<file path="config.mk">
export PLATFORM = sky130hd
export DESIGN_NAME = pbp_ram
export DESIGN_NICKNAME = d
export VERILOG_FILES = /design/src/design/pbp_ram.sv
export SDC_FILE = /design/constraint.sdc
export NUM_CORES = 1
export LEC_CHECK = 0
export ABC_AREA = 0
export BUFFER_PORTS_ARGS = -buffer_cell sky130_fd_sc_hd__clkbuf_2
export CORE_ASPECT_RATIO = 1.1
export CORE_UTILIZATION = 56
export DETAILED_ROUTE_END_ITERATION = 12
export GPL_TIMING_DRIVEN = 0
export PLACE_DENSITY = 0.71
export REMOVE_ABC_BUFFERS = 1
export SYNTH_ARGS = -nofsm -noshare
export SYNTH_HDL_FRONTEND = slang
export SYNTH_SLANG_ARGS = --single-unit
</file>
<file path="constraint.sdc">
create_clock -name clk_i -period 5.5 [get_ports clk_i]
set_input_delay 1.1 -clock clk_i [delete_from_list [all_inputs] [get_ports clk_i]]
set_output_delay 1.1 -clock clk_i [all_outputs]
set_load 0.1 [all_outputs]
</file>
<file path="src/design/pbp_ram.sv">
module pbp_ram #(
  parameter int Width = 16,
  parameter int Depth = 16,
  localparam int AddrW = (Depth > 1) ? $clog2(Depth) : 1
) (
  input  logic             clk_i,
  input  logic             we_i,
  input  logic [AddrW-1:0] waddr_i,
  input  logic [Width-1:0] wdata_i,
  input  logic [AddrW-1:0] raddr_i,
  output logic [Width-1:0] rdata_o
);

  logic [Width-1:0] mem_q [Depth];

  always_ff @(posedge clk_i) begin
    if (we_i) begin
      mem_q[waddr_i] <= wdata_i;
    end
    rdata_o <= mem_q[raddr_i];
  end

endmodule

</file>
# After elaboration in Yosys (flattened, before gate mapping)
# Memory sizes are Yosys's and may differ from the RTL's. A register that Yosys moved wholly into a read port is not among the register bits.
# Index checks and enable logic that the tools add are counted.
[totals]
rom_bits = 0
latchBits = 0
elab_cells = 3
out_inout_bits = 16
in_bits = 26
n_memories = 1
ff_bits = 0
ramBits = 256
[memory_table]
columns = ["name", "words", "word_bits", "read_ports", "rd_clocked_by_memory_dff", "wr", "line_no", "text"]
rows = [
  ["mem_q", 16, 16, 1, 1, 1, "14", "logic [Width-1:0] mem_q [Depth];"],
]
[classes]
magnitude_cmp = 0
n_reduce_logical = 0
bitwise_logic = 0
n_mul = 0
n_div = 0
n_shift = 0
eq_ne = 0
add_sub_neg = 0
mux = 2
[op_table]
columns = ["op", "n"]
rows = [
  ["two-way mux 1 bit", 2],
]

# Logic depth before layout (Yosys ltp)
[depth]
ltp_word = 2
depth_mapped = 5
mapped_depth_nobuf = 3

# Least setup slack after synthesis
# OpenSTA, ideal clock, no wires.
[synth_timing]
path_kind = "in2reg"
startpoint = "input port waddr_i[2]"
endpoint = "memory mem_q[0][0], enable pin"
n_path_buf = 0
stages = 2
t_arrival_ns = 2.746
setup_slack_ns = 2.345
setup_ns = 0.409
t_required_ns = 5.091
path_cell_list = "or3b_2 -> nor3_1"
[synth_lines]
columns = ["item", "line_no", "text"]
rows = [
  ["from (decl)", "8", "input logic [AddrW-1:0] waddr_i,"],
  ["to (decl)", "14", ""],
]
# Straight into the memory's write port.

==> metrics.txt <==
status=completed; synth warn=0; RSZ-0062 raised after global routing=false; min cycle time layout=2.59 ns; GRT Total Usage=0.232; clock skew=0.00705 ns; crit start category=primary input; final setup fails=0; wire per inst=26.3 microns; hold path depth=3; leak pwr=3.83 nW; post-DP HPWL=12.1 mm; DR vias/cell=6.12; Worst Hold Class=reg -> reg; syn avg cell area=23.2 sq um; Nets=530; Total Wirelength=20.0 mm; Adder-Cell Fraction of Synth Area=0; synth unique cells=19; GPL Wtd Cong=0.678; largest family of logic cells by synthesized area=multiplexers; Netlist Area Pre-Place=10000 sq um; final hold vios=0; met1 usage=0.356; area share of xor/xnor cells in the synthesized design=0; FF+latch count, synth=272; mux share of post-synthesis cell area=0.147; Pre-antenna DRT Iters=5; Worst-Margin Slew=1.07 ns; reg2reg start=mem_q[0][0]$_DFFE_PP_; die width=130 microns; R2R depth=3; # DRC=0; hold buffer count at cts=0; Synth Area in Simple Gates=0.0192; initial antenna violation count=0; Clock Latency Late Sink=0.52 ns; Slew Limit Headroom=0.284; layout cells sized above 1=0.337; power density over cell area=374 nW/um^2; final setup TNS=0 ns; critical path peak fanout=34; Synth Area in Compound Gates=0.0239; ant diodes=0; Seq/Total Area, Yosys=0.797; Routed Antenna Nets=0; core area=17600 sq um; Global Route met3 Usage=0.0361; period utilisation layout=0.471; clk buf depth=3; Min-Delay Endpoint=rdata_o[9]$_DFF_P_; first-pass GRT wire length=29.8 mm; post-CTS setup repair buffer count=0; R2R setup slack=4.13 ns; H-tree depth=1; 1st-iter DRT viols=527; vias=4655; Critical Path End Type=flip-flop; count of input and output buffers=41; Syn Inst Count=432; Final Total Pwr=4.37 mW; GRT met2 Usage=0.346; Root Driver=clkbuf_16; Resized cells post-CTS=0; Core Util, Final=0.663; worst path required time=5.89 ns; worst vdd ir=309 uV; CP arrival=2.98 ns; Synth-to-Final Area Change=16.3%; Max Fclk=386 MHz; Worst Setup Path Type=in -> reg; Hold Startpoint=mem_q[14][9]$_DFFE_PP_; dpl cells=715; Top Usage Layer GRT=met1; CTS sink count=272; largest net degree at the start of global routing=35; CTS tree=yes; starting density of the core=0.570; row count=51; global route overflow=0; die area=18500 sq um; I/O pin cnt=42; max_cap viols=0; Finished Layout Cells=761; TritonCTS Buffers=25; vias in the first global route=4686; die height=142 microns; Max Slew Vio Count=0; R2R Path End=rdata_o[0]$_DFF_P_; Clk pin slew, worst setup/hold paths=0.06 ns
cell usage in the layout (no fill, tap or decap):
cell | netlist | routed
bufinv_16 | 0 | 3
edfxtp_1 | 256 | 256
mux4_1 | 10 | 10
clkbuf_8 | 0 | 3
mux4_2 | 54 | 54
nand2_1 | 17 | 17
clkbuf_4 | 0 | 2
buf_16 | 0 | 2
nand3b_1 | 2 | 2
clkbuf_16 | 0 | 25
clkbuf_1 | 8 | 10
nor2_2 | 0 | 13
inv_6 | 0 | 1
buf_6 | 4 | 8
nor3_2 | 0 | 4
nand3_1 | 1 | 1
or3b_2 | 1 | 1
buf_4 | 3 | 1
and2_1 | 1 | 1
clkinv_2 | 0 | 4
buf_12 | 0 | 1
buf_8 | 0 | 13
clkbuf_2 | 0 | 39
a22oi_1 | 32 | 32
nand2b_1 | 2 | 2
nor2b_2 | 0 | 2
dfxtp_1 | 16 | 16
synthesized netlist by cell type, drive strengths merged:
cell type | instances | area share
nand3 | 1 | 0.00050
nand2 | 17 | 0.0064
edfxtp | 256 | 0.77
nand2b | 2 | 0.0012
or3b | 1 | 0.00087
mux4 | 64 | 0.15
dfxtp | 16 | 0.032
clkbuf | 8 | 0.0030
a22oi | 32 | 0.024
and2 | 1 | 0.00062
nor3 | 4 | 0.0020
nand3b | 2 | 0.0015
nor2 | 13 | 0.0049
nor2b | 2 | 0.0012
buf | 13 | 0.0093
cells by family after synthesis:
kind of cell,count (synthesis)
flops,272
compound gates,32
mux,64
buf+inv,21
simple gates,43
worst max-delay path by stage:
stage | startpoint | to | slack (ns) | depth (start not counted)
after CTS | raddr_i[0] | rdata_o[0]$_DFF_P_ | 2.84 | 5
after detailed placement | raddr_i[0] | rdata_o[7]$_DFF_P_ | 2.37 | 5
after global placement | waddr_i[2] | mem_q[0][6]$_DFFE_PP_ | 0.83 | 3
after global routing | raddr_i[0] | rdata_o[7]$_DFF_P_ | 2.78 | 5
after floorplan | waddr_i[2] | mem_q[0][0]$_DFFE_PP_ | 2.34 | 2
final | raddr_i[0] | rdata_o[0]$_DFF_P_ | 2.91 | 5
layout make-up:
type,instances,area (sq um)
Sequential cell,272,8010
Clock inverter,8,119
Fill cell,1135,5940
Tap cell,238,298
Multi-Input combinational cell,139,1970
Clock buffer,38,704
Timing Repair Buffer,66,578
registers in the layout, summed over array words and instances, names as in the netlist:
register and cells:
rdata_o 16, mem_q 256
through the flow:
stage               worst slack [ns]  hold slack, ns  cell area (sq um)
floorplan                       2.34           0.635               9920
CTS                             2.84           0.676              11700
finish                          2.91           0.672              11700
global route                    2.78           0.712              11700
detailed placement              2.37           0.661              10900
global placement               0.827           0.646              10400
critical path, cell delays in order:
cell and delay [ns]:
clkbuf_4 0.54, buf_16 0.33, mux4_1 0.61, a22oi_1 0.24
nand2_1 0.12
report_power, final:
group | internal, mW | leakage, nW | switching (mW)
Clock | 1.03 | 0.404 | 0.705
Sequential | 2.32 | 2.45 | 0.0123
Combinational | 0.0905 | 0.977 | 0.216
routing by layer:
metal  part of all wire  vias to the layer above
met4              0.023                        0
li1                   -                     1978
met5                  0                        -
met3              0.074                       33
met1               0.43                     2437
met2               0.47                      207
Note: power is estimated with default switching activity, not from simulation.
