### src/design/pbp_pkg.sv
package pbp_pkg;

  localparam int NUM_BLOCKS_DEF = 4;
  localparam int BLOCK_SIZE_DEF = 4;
  localparam int IDX_W          = 4;
  localparam int VAL_W          = 16;
  localparam int PROD_W         = 2 * VAL_W;
  localparam int RES_W          = 48;
  localparam int IN_TDATA_W     = 32;
  localparam int CHAIN_LEN      = 2;
  localparam int DRAIN_CYC      = 4;
  localparam int DRAIN_W        = 3;

  typedef enum logic [1:0] {
    MODE_WR_A    = 2'd0,
    MODE_WR_B    = 2'd1,
    MODE_COMPUTE = 2'd2,
    MODE_READ    = 2'd3
  } mode_e;

  // one term pair per cell position; cell n multiplies a[n] by b[n]
  typedef struct packed {
    logic                              valid;
    logic                              first;
    logic                              last;
    logic signed [RES_W-1:0]           sum;
    logic        [CHAIN_LEN-1:0][VAL_W-1:0] a;
    logic        [CHAIN_LEN-1:0][VAL_W-1:0] b;
  } stage_t;

endpackage

### src/design/pbp_mac_cell.sv
module pbp_mac_cell #(
  parameter int Idx  = 0,
  parameter int TagW = 1
) (
  input  logic              clk_i,
  input  logic              rst_ni,
  input  pbp_pkg::stage_t   stage_i,
  input  logic [TagW-1:0]   tag_i,
  output pbp_pkg::stage_t   stage_o,
  output logic [TagW-1:0]   tag_o
);
  import pbp_pkg::*;

  logic signed [PROD_W-1:0] prod;
  stage_t                   stage_d;
  stage_t                   stage_q;
  logic                     valid_q;

  assign prod = $signed(stage_i.a[Idx]) * $signed(stage_i.b[Idx]);

  always_comb begin
    stage_d     = stage_i;
    stage_d.sum = stage_i.sum + RES_W'(prod);
  end

  always_ff @(posedge clk_i or negedge rst_ni) begin
    if (!rst_ni) begin
      valid_q <= 1'b0;
    end else begin
      valid_q <= stage_i.valid;
    end
  end

  always_ff @(posedge clk_i) begin
    stage_q <= stage_d;
    tag_o   <= tag_i;
  end

  always_comb begin
    stage_o       = stage_q;
    stage_o.valid = valid_q;
  end

endmodule

### config.mk
export PLATFORM = sky130hd
export DESIGN_NAME = pbp_mac_cell
export DESIGN_NICKNAME = d
export VERILOG_FILES = /design/src/design/pbp_pkg.sv /design/src/design/pbp_mac_cell.sv
export SDC_FILE = /design/constraint.sdc
export NUM_CORES = 1
export LEC_CHECK = 0
export CAP_MARGIN = 20
export CORE_UTILIZATION = 55
export CTS_CLUSTER_DIAMETER = 80
export CTS_CLUSTER_SIZE = 28
export DETAILED_ROUTE_END_ITERATION = 10
export DONT_BUFFER_PORTS = 1
export GPL_ROUTABILITY_DRIVEN = 0
export PLACE_DENSITY = 0.75
export SLEW_MARGIN = 0
export SYNTH_ARGS = -nofsm -noshare
export SYNTH_HDL_FRONTEND = slang
export SYNTH_SLANG_ARGS = --single-unit
### constraint.sdc
create_clock -name clk_i -period 0.88 [get_ports clk_i]
set_input_delay 0 -clock clk_i [delete_from_list [all_inputs] [get_ports clk_i]]
set_output_delay 0 -clock clk_i [all_outputs]
set_load 0.1 [all_outputs]
[Yosys cells after proc, flatten, opt, wreduce, memory -nomap -nowiden]
Index checks and enable logic that the tools add are counted.
Word-level totals
  flip-flop bits (word level): 116
  bits in latches: 0
  memory bits (writable): 0
  ROM bits: 0
  input port bits: 118
  output and inout port bits: 116
  word-level logic and storage cells: 11
  memories: 0
Cells by class
  add/sub/neg operators: 1
  multipliers: 1
  divide/modulo/power cells: 0
  $lt $le $gt $ge: 0
  equality and inequality tests: 0
  shift-type cells: 0
  mux-type cells: 0
  bitwise gates (word level): 0
  reduce and logical (&&, ||, !) cells: 0
Operator list (number)
  $add 48x32->48: 1
  $mul 16x16->32: 1

[Logic depth before layout (Yosys ltp)]
Gate-level depths: netlist of the first run.
  word-level depth: 2
  mapped depth: 26
  mapped depth without buffers: 24

[Worst setup path before layout of the first run]
Ideal clock, no wire load.
  path kind: in2reg
  start: input stage_i[47] (netlist bit)
  end: register stage_q, in the netlist stage_o[111]
  setup time: 0.122 ns
  arrival: 6.428 ns
  slack: -5.671 ns
  stages on the path: 26
  path buffers: 2
  path through: clkbuf_1 nand2_1 inv_1 fa_1 inv_1 fa_1 inv_1 fa_1 inv_1 fa_1 inv_1 fa_1 inv_1 fa_1 inv_1 ha_1 buf_2 and3_1 a221oi_2 o221ai_1 a31o_2 o2bb2ai_1 a31o_1 o221a_2 nor4b_2 nor3b_1
RTL lines
  start, declared: RTL line pbp_mac_cell.sv:7  | input pbp_pkg::stage_t stage_i,
  end signal, assigned: RTL line pbp_mac_cell.sv:35  | stage_q <= stage_d;
  end, declared: RTL line pbp_mac_cell.sv:16  | stage_t stage_q;

==> results of run 1 <==
[timing repair]
action / CTS / global route
gates cloned: 0 / 0
setup buffers: 18 / 20
resized for setup: 108 / 100
pin swaps: 72 / 65
endpoints found under the setup margin: 162 / 163
hold buffers: 70 / 3
endpoints found under the hold margin: 71 / 4
[logic make-up (layout without fill, tap and decap cells)]
| logic type | Yosys count | in the layout | synth area share (%) |
|---|---|---|---|
| AO/OA/AOI/OAI | 131 | 131 | 5.61 |
| XOR/XNOR | 49 | 49 | 2.69 |
| adder cells (fa/ha/maj) | 493 | 493 | 55.8 |
| buffers and inverters | 454 | 849 | 10.7 |
| flip-flops | 116 | 116 | 14.6 |
| other | 0 | 3 | 0 |
| AND/OR/NAND/NOR | 340 | 340 | 10.6 |
[metrics by stage]
| step | cells | setup TNS [ps] | hold slack, ps | worst slack (ps) |
|---|---|---|---|---|
| 2_1_floorplan | 1583 | -174090 | -296 | -5100 |
| 3_3_place_gp | 2224 | -180350 | -296 | -4990 |
| 3_5_place_dp | 2224 | -184750 | -296 | -5090 |
| 4_1_cts | 2343 | -173110 | -316 | -4590 |
| 5_1_grt | 2358 | -182580 | -69.1 | -4910 |
| 6_report | 2359 | -176340 | -56.6 | -4850 |
[worst max-delay path by stage]
| stage | to | slack [ps] |
|---|---|---|
| after CTS | stage_o[111] | -4590 |
| after global placement | stage_o[111] | -4990 |
| after floorplan | stage_o[111] | -5100 |
| after detailed placement | stage_o[110] | -5090 |
| final | stage_o[111] | -4850 |
| after global routing | stage_o[111] | -4910 |
[per-layer routing]
layer	wire, um	vias up	global-route usage (%)	part of all wire (%)
met1	17100	6586	36.2	33
met3	4520	363	6.75	8.6
met5	0	-	0	0
met4	4500	0	24.9	8.6
met2	26400	924	60.0	50
li1	-	5443	-	-
[sequential cells by signal (all words and copies together) (netlist names)]
| register | flops |
|---|---|
| stage_o | 114 |
| tag_o | 1 |
| valid_q | 1 |
[layout make-up]
| type | instances | area (um2) |
|---|---|---|
| multi-input combinational | 1013 | 13100 |
| fill | 1344 | 5150 |
| timing repair buffer | 403 | 4860 |
| sequential | 116 | 2480 |
| inverter | 414 | 1570 |
| tap | 378 | 473 |
| clock buffer | 18 | 429 |
| clock inverter | 14 | 103 |
| antenna | 3 | 7.51 |
[cell usage after synthesis (2+ instances only)]
cell | n | area, um2
a211oi_1 | 2 | 15.0
a21o_1 | 23 | 173
a21oi_1 | 42 | 210
a31o_2 | 3 | 26.3
a31oi_1 | 5 | 31.3
and2_1 | 119 | 744
and3_1 | 2 | 12.5
buf_1 | 2 | 7.51
buf_2 | 3 | 15.0
clkbuf_1 | 34 | 128
dfxtp_1 | 115 | 2300
fa_1 | 362 | 7250
ha_1 | 131 | 1640
inv_1 | 414 | 1550
nand2_1 | 149 | 559
nand2b_1 | 6 | 37.5
nand3_1 | 4 | 20.0
nand4_1 | 9 | 56.3
nor2_1 | 34 | 128
nor2b_1 | 5 | 31.3
nor3_1 | 3 | 15.0
nor4_1 | 2 | 12.5
o2111ai_1 | 2 | 17.5
o211ai_1 | 6 | 45.0
o21a_1 | 5 | 37.5
o21ai_0 | 17 | 85.1
o21bai_1 | 8 | 60.1
xnor2_1 | 36 | 315
xor2_1 | 13 | 114
==> results_dict.tcl, run 1 <==
set metrics [dict create \
    wl_per_cell_um 22.2 \
    min-delay-path-class "primary input to register" \
    min_to "stage_o[65]" \
    grt_pass1_wl_um 74900 \
    rsz0062_at_grt "yes" \
    drc 0 \
    antenna_found_initial 4 \
    cts_buffers 17 \
    synth_edf_count 0 \
    async_flop_share_pct 0.862 \
    startpoint "stage_i[47]" \
    failed_checks "negative hold slack, negative setup slack" \
    wl_um 52500 \
    tightestPinTransition_ps 490 \
    die_h_um 172 \
    synth_area_per_cell_um2 10.1 \
    worst_ep_arrival_time_ps 6060 \
    finalInstanceArea_um2 23000 \
    drtPass1Iterations 5 \
    ys_warn_count 0 \
    cp.required_ps 1200 \
    syn_to_final_growth_pct 44.4 \
    place_area_um2 20700 \
    grt_pass1_vias 15000 \
    initial_core_util_pct 56.6 \
    vias 13300 \
    cp_slowest_stage_delay_ps 590 \
    hold_ws_ps -56.6 \
    mostFrequentLayoutCells "370 x inv_1, 344 x fa_1, 171 x buf_4" \
    grt_usage_pct 34.0 \
    portBuffers 0 \
    syn_nets 2194 \
    grt-ovfl-total 0 \
    setup_viol 162 \
    ios 234 \
    floorplan.core_area_um2 28200 \
    cts_root_buf "clkbuf_16" \
    maxCapViolations 0 \
    grt_max_degree 18 \
    critical_path_buf_inv_count 7 \
    utilization_pct 81.7 \
    crit_top_cell "inv_2" \
    cp.depth 24 \
    cts_tree "done" \
    timing.final.ws_setup_ps -4850 \
    first_iter_violations 1177 \
    crit_slowest_cell "fa_2" \
    slew_viol_final 0 \
    final_common_cell "inv_1" \
    post_synth_num_cell_types 56 \
    crit_chain "and2_4, fa_2, inv_2, fa_2, inv_4, fa_2, inv_2, buf_6, fa_1, inv_2, fa_1, inv_2, fa_2, inv_2, ha_4, a21o_1, a221oi_4, o221ai_2, a31o_2, o2bb2ai_2, a31o_1, o221a_4, nor4b_4, nor3b_2" \
    dieArea_um2 29700 \
    min_period_over_period_pct 651 \
    finalHoldViolations 1 \
    rows 61 \
    min_period_ps 5730 \
    cts_max_path_buffers 2 \
    dp_hpwl_um 34700 \
    die_w_um 172 \
    fin_nets 2576 \
    slew_headroom_pct 67.2 \
    cp_max_fo 17 \
    clock.fmax_mhz 174 \
    synthesis.area_um2 15900 \
    viasPerCell 5.64 \
    ys.flop_type "dfxtp_1" \
    netlist_instances 1583 \
    min_from "stage_i[65]" \
    numClockSinks 116 \
    critPathLaunchType "primary input" \
    drive_above_1_share_pct 35.2 \
    cts.clk_slew.worst_paths_ps 60 \
    ys_seq_area_share_pct 14.6 \
    cts_htree_levels 4 \
    cp_top_family "adder cells" \
    worst-setup-path-type "primary input to register" \
    outcome "finished, violations left" \
    cp-end-kind "register" \
    min_path_cells 3 \
    ant_nets 0 \
    ys_ff_latch 116 \
]
Power of run 1 is not shown: default switching activity piles up to over one toggle a cycle in this logic, so the estimate is an artifact.
==> run 2: changes to the inputs <==
- PLACE_DENSITY: 0.75 -> 0.78
- clock period: 0.88 -> 5.1 ns (I/O delays scaled with it)
==> results_dict.tcl, run 2 (same netlist as run 1, synthesis figures left out) <==
set metrics [dict create \
    slew_headroom_pct 29.2 \
    grt_pass1_wl_um 66400 \
    critical_path_buf_inv_count 8 \
    cts_root_buf "clkbuf_16" \
    failed_checks "negative setup slack" \
    slew_viol_final 0 \
    cp_slowest_stage_delay_ps 620 \
    dieArea_um2 29700 \
    grt_max_degree 30 \
    maxCapViolations 0 \
    min_period_over_period_pct 105 \
    grt_pass1_vias 13100 \
    grt_usage_pct 30.0 \
    rows 61 \
    largest_reg_flops 114 \
    mostFrequentLayoutCells "393 x inv_1, 348 x fa_1, 183 x buf_4" \
    tightestPinTransition_ps 1060 \
    setup_viol 15 \
    fin_nets 2444 \
    rsz0062_at_grt "yes" \
    die_h_um 172 \
    wl_per_cell_um 19.1 \
    cp-end-kind "register" \
    cts.clk_slew.worst_paths_ps 70 \
    antenna_found_initial 1 \
    worst-setup-path-type "primary input to register" \
    die_w_um 172 \
    fillers 1895 \
    syn_to_final_growth_pct 24.1 \
    ant_nets 0 \
    cts_tree "done" \
    clock.fmax_mhz 186 \
    cts_buffers 17 \
    critPathLaunchType "primary input" \
    initial_core_util_pct 56.6 \
    drive_above_1_share_pct 18.9 \
    grt-ovfl-total 0 \
    cp.required_ps 5450 \
    worst_ep_arrival_time_ps 5730 \
    cp_top_family "adder cells" \
    floorplan.core_area_um2 28200 \
    cp_max_fo 17 \
    final_common_cell "inv_1" \
    min-delay-path-class "primary input to register" \
    ios 234 \
    finalHoldViolations 0 \
    dp_hpwl_um 31300 \
    viasPerCell 5.34 \
    crit_slowest_cell "fa_2" \
    dp_slack_ps -840 \
    first_iter_violations 838 \
    min_period_ps 5380 \
    vias 11900 \
    portBuffers 0 \
    drc 0 \
    cts_htree_levels 4 \
    outcome "finished, violations left" \
    cts_max_path_buffers 2 \
    wl_um 42500 \
    numClockSinks 116 \
    drtPass1Iterations 5 \
    timing.final.ws_setup_ps -278 \
]
## run 2: final timing paths
kind | start | end | cells past startpoint
max in group asynchronous | rst_ni | valid_q | 2
worst max-delay path | stage_i[47] | stage_o[109] | 25
min in group asynchronous | rst_ni | valid_q | 2
worst min-delay path | stage_i[0] | stage_o[65] | 4
## run 2: timing repair
action                                  in CTS  in global routing
endpoints found under the hold margin       72                  0
endpoints found under the setup margin      19                 21
resized for setup                           63                 48
hold buffers                                72                  0
pin swaps                                   29                 31
buffers inserted                            19                 12
## run 2: cell type report
cell class | count | area, um2 | area share [%]
multi-input cells | 1013 | 12500 | 63.2
flip-flops and latches | 116 | 2330 | 11.8
clock inverters | 14 | 176 | 0.892
repair buffers | 271 | 2290 | 11.6
diodes | 2 | 5.00 | 0.0253
well taps | 378 | 473 | 2.39
inverters | 414 | 1570 | 7.94
clock buffers | 18 | 429 | 2.17
## run 2: metal layers
metal | vias up | routed length [um] | track usage (%)
li1 | 5169 | - | -
met1 | 6007 | 15400 | 35.5
met2 | 573 | 22000 | 52.5
met3 | 144 | 3190 | 5.97
met4 | 0 | 1850 | 13.5
met5 | - | 0 | 0
## run 2: stage by stage
step           utilization, %  cells  setup TNS [ps]  hold slack [ps]  area (um2)
2_1_floorplan               -   1583           -7390             -296       16300
3_3_place_gp             62.9   2091          -12170             -296       17700
3_5_place_dp             62.9   2091          -14160             -296       17700
4_1_cts                  69.2   2214           -1590             43.8       19500
5_1_grt                  70.2   2225           -4460             92.7       19800
6_report                 70.2   2226           -1930             55.1       19800
Power of run 2 is left out for the same reason.
==> run 3: changes to the inputs <==
- CORE_MARGIN: not set -> 10
==> results_dict.tcl, run 3 (same netlist as run 1, synthesis figures left out) <==
set metrics [dict create \
    mostFrequentLayoutCells "397 x inv_1, 352 x fa_1, 170 x buf_4" \
    floorplan.core_area_um2 28600 \
    rows 62 \
    final_common_cell "inv_1" \
    min_path_cells 4 \
    cts.clk_slew.worst_paths_ps 60 \
    slew_headroom_pct 31.4 \
    cp.required_ps 5440 \
    rsz0062_at_grt "yes" \
    worst_ep_arrival_time_ps 5680 \
    grt_pass1_vias 13400 \
    syn_to_final_growth_pct 22.2 \
    fin_nets 2429 \
    fillers 2032 \
    drtPass1Iterations 5 \
    grt_usage_pct 24.1 \
    antennaDiodeCount 0 \
    grt_pass1_wl_um 68500 \
    clock.fmax_mhz 187 \
    drc 0 \
    worst-setup-path-type "primary input to register" \
    setup_viol 12 \
    grt_max_degree 30 \
    min_from "stage_i[0]" \
    die_h_um 190 \
    slew_viol_final 0 \
    min_period_ps 5350 \
    numClockSinks 116 \
    tightestPinTransition_ps 1030 \
    cts_buffers 17 \
    cp-end-kind "register" \
    viasPerCell 5.25 \
    cts_max_path_buffers 2 \
    dp_slack_ps -862 \
    largest_reg_flops 114 \
    dieArea_um2 36200 \
    utilization_pct 68.0 \
    min-delay-path-class "primary input to register" \
    maxCapViolations 0 \
    min_to "stage_o[65]" \
    initial_core_util_pct 55.7 \
    grt-ovfl-total 0 \
    outcome "finished, violations left" \
    failed_checks "negative setup slack" \
    tns_ps -1890 \
    layoutNonFillerInstCount 2215 \
    dp_hpwl_um 33400 \
    wl_per_cell_um 19.0 \
    wl_um 42000 \
    finalHoldViolations 0 \
    first_iter_violations 638 \
    cts_htree_levels 4 \
    min_period_over_period_pct 105 \
    die_w_um 190 \
    vias 11600 \
    critPathLaunchType "primary input" \
    ios 234 \
    drive_above_1_share_pct 16.9 \
    cts_tree "done" \
    timing.final.ws_setup_ps -249 \
    portBuffers 0 \
    place_inst 2094 \
    ant_nets 0 \
    cts_root_buf "clkbuf_16" \
    cp_max_fo 5 \
    antenna_found_initial 2 \
]
-- run 3: cell count changes in the layout (fill, tap and decap cells not counted), sizes merged --
| cell | before | now |
|---|---|---|
| inv | 414 | 418 |
| buf | 199 | 184 |
| bufinv | 3 | 0 |
| clkinvlp | 5 | 6 |
| diode | 2 | 0 |
| clkinv | 6 | 5 |
| clkbuf | 18 | 17 |
-- run 3: what timing repair did --
| action | 4_1_cts | 5_1_grt |
|---|---|---|
| endpoints found under the setup margin | 19 | 21 |
| gates resized for setup | 30 | 42 |
| setup buffers | 8 | 11 |
| pin swaps | 27 | 40 |
| hold buffers | 72 | 0 |
| endpoints found under the hold margin | 71 | 0 |
-- run 3: layer usage --
metal  share of wire [%]  wire length (um)  track usage (%)
met5               0.071                30                0
met4                 3.0              1260             8.27
met3                 6.6              2770             4.99
met2                  53             22400             43.8
met1                  37             15500             27.5
-- run 3: worst max path at each step --
stage,startpoint,end,slack (ps),depth (start not counted)
after floorplan,stage_i[47],stage_o[111],-880,26
after global placement,stage_i[47],stage_o[111],-740,23
after detailed placement,stage_i[47],stage_o[111],-860,22
after CTS,stage_i[47],stage_o[111],-230,24
after global routing,stage_i[15],stage_o[100],-390,20
final,stage_i[15],stage_o[100],-250,20
-- run 3: final cells by class --
type | count | area, um2 | area share (%)
Clock buffer | 17 | 425 | 2.18
Clock inverter | 15 | 123 | 0.630
Inverter | 414 | 1570 | 8.05
Multi-Input combinational cell | 1013 | 12400 | 63.5
Sequential cell | 116 | 2330 | 12.0
Tap cell | 384 | 480 | 2.47
Timing Repair Buffer | 256 | 2190 | 11.2
-- run 3: worst max-delay path, cell delays in order --
cell and delay [ps]:
clkinvlp_4 80, buf_12 140, nor2_4 90, fa_1 430
fa_1 500, fa_1 540, fa_1 590, fa_1 460
fa_1 540, ha_4 290, and3_4 220, nand3_4 80
or4b_4 590, a21boi_4 260, a21o_2 190, a31oi_4 110
o21ai_2 200, buf_6 140, nand4_1 120, o2111ai_2 120
-- run 3: through the flow --
stage / instance area (um2) / hold slack, ps
finish: 19500 / 92.1
global route: 19500 / 93.2
CTS: 19200 / 74.5
detailed placement: 17700 / -296
global placement: 17700 / -296
floorplan: 16300 / -296
Power of run 3 is left out for the same reason.
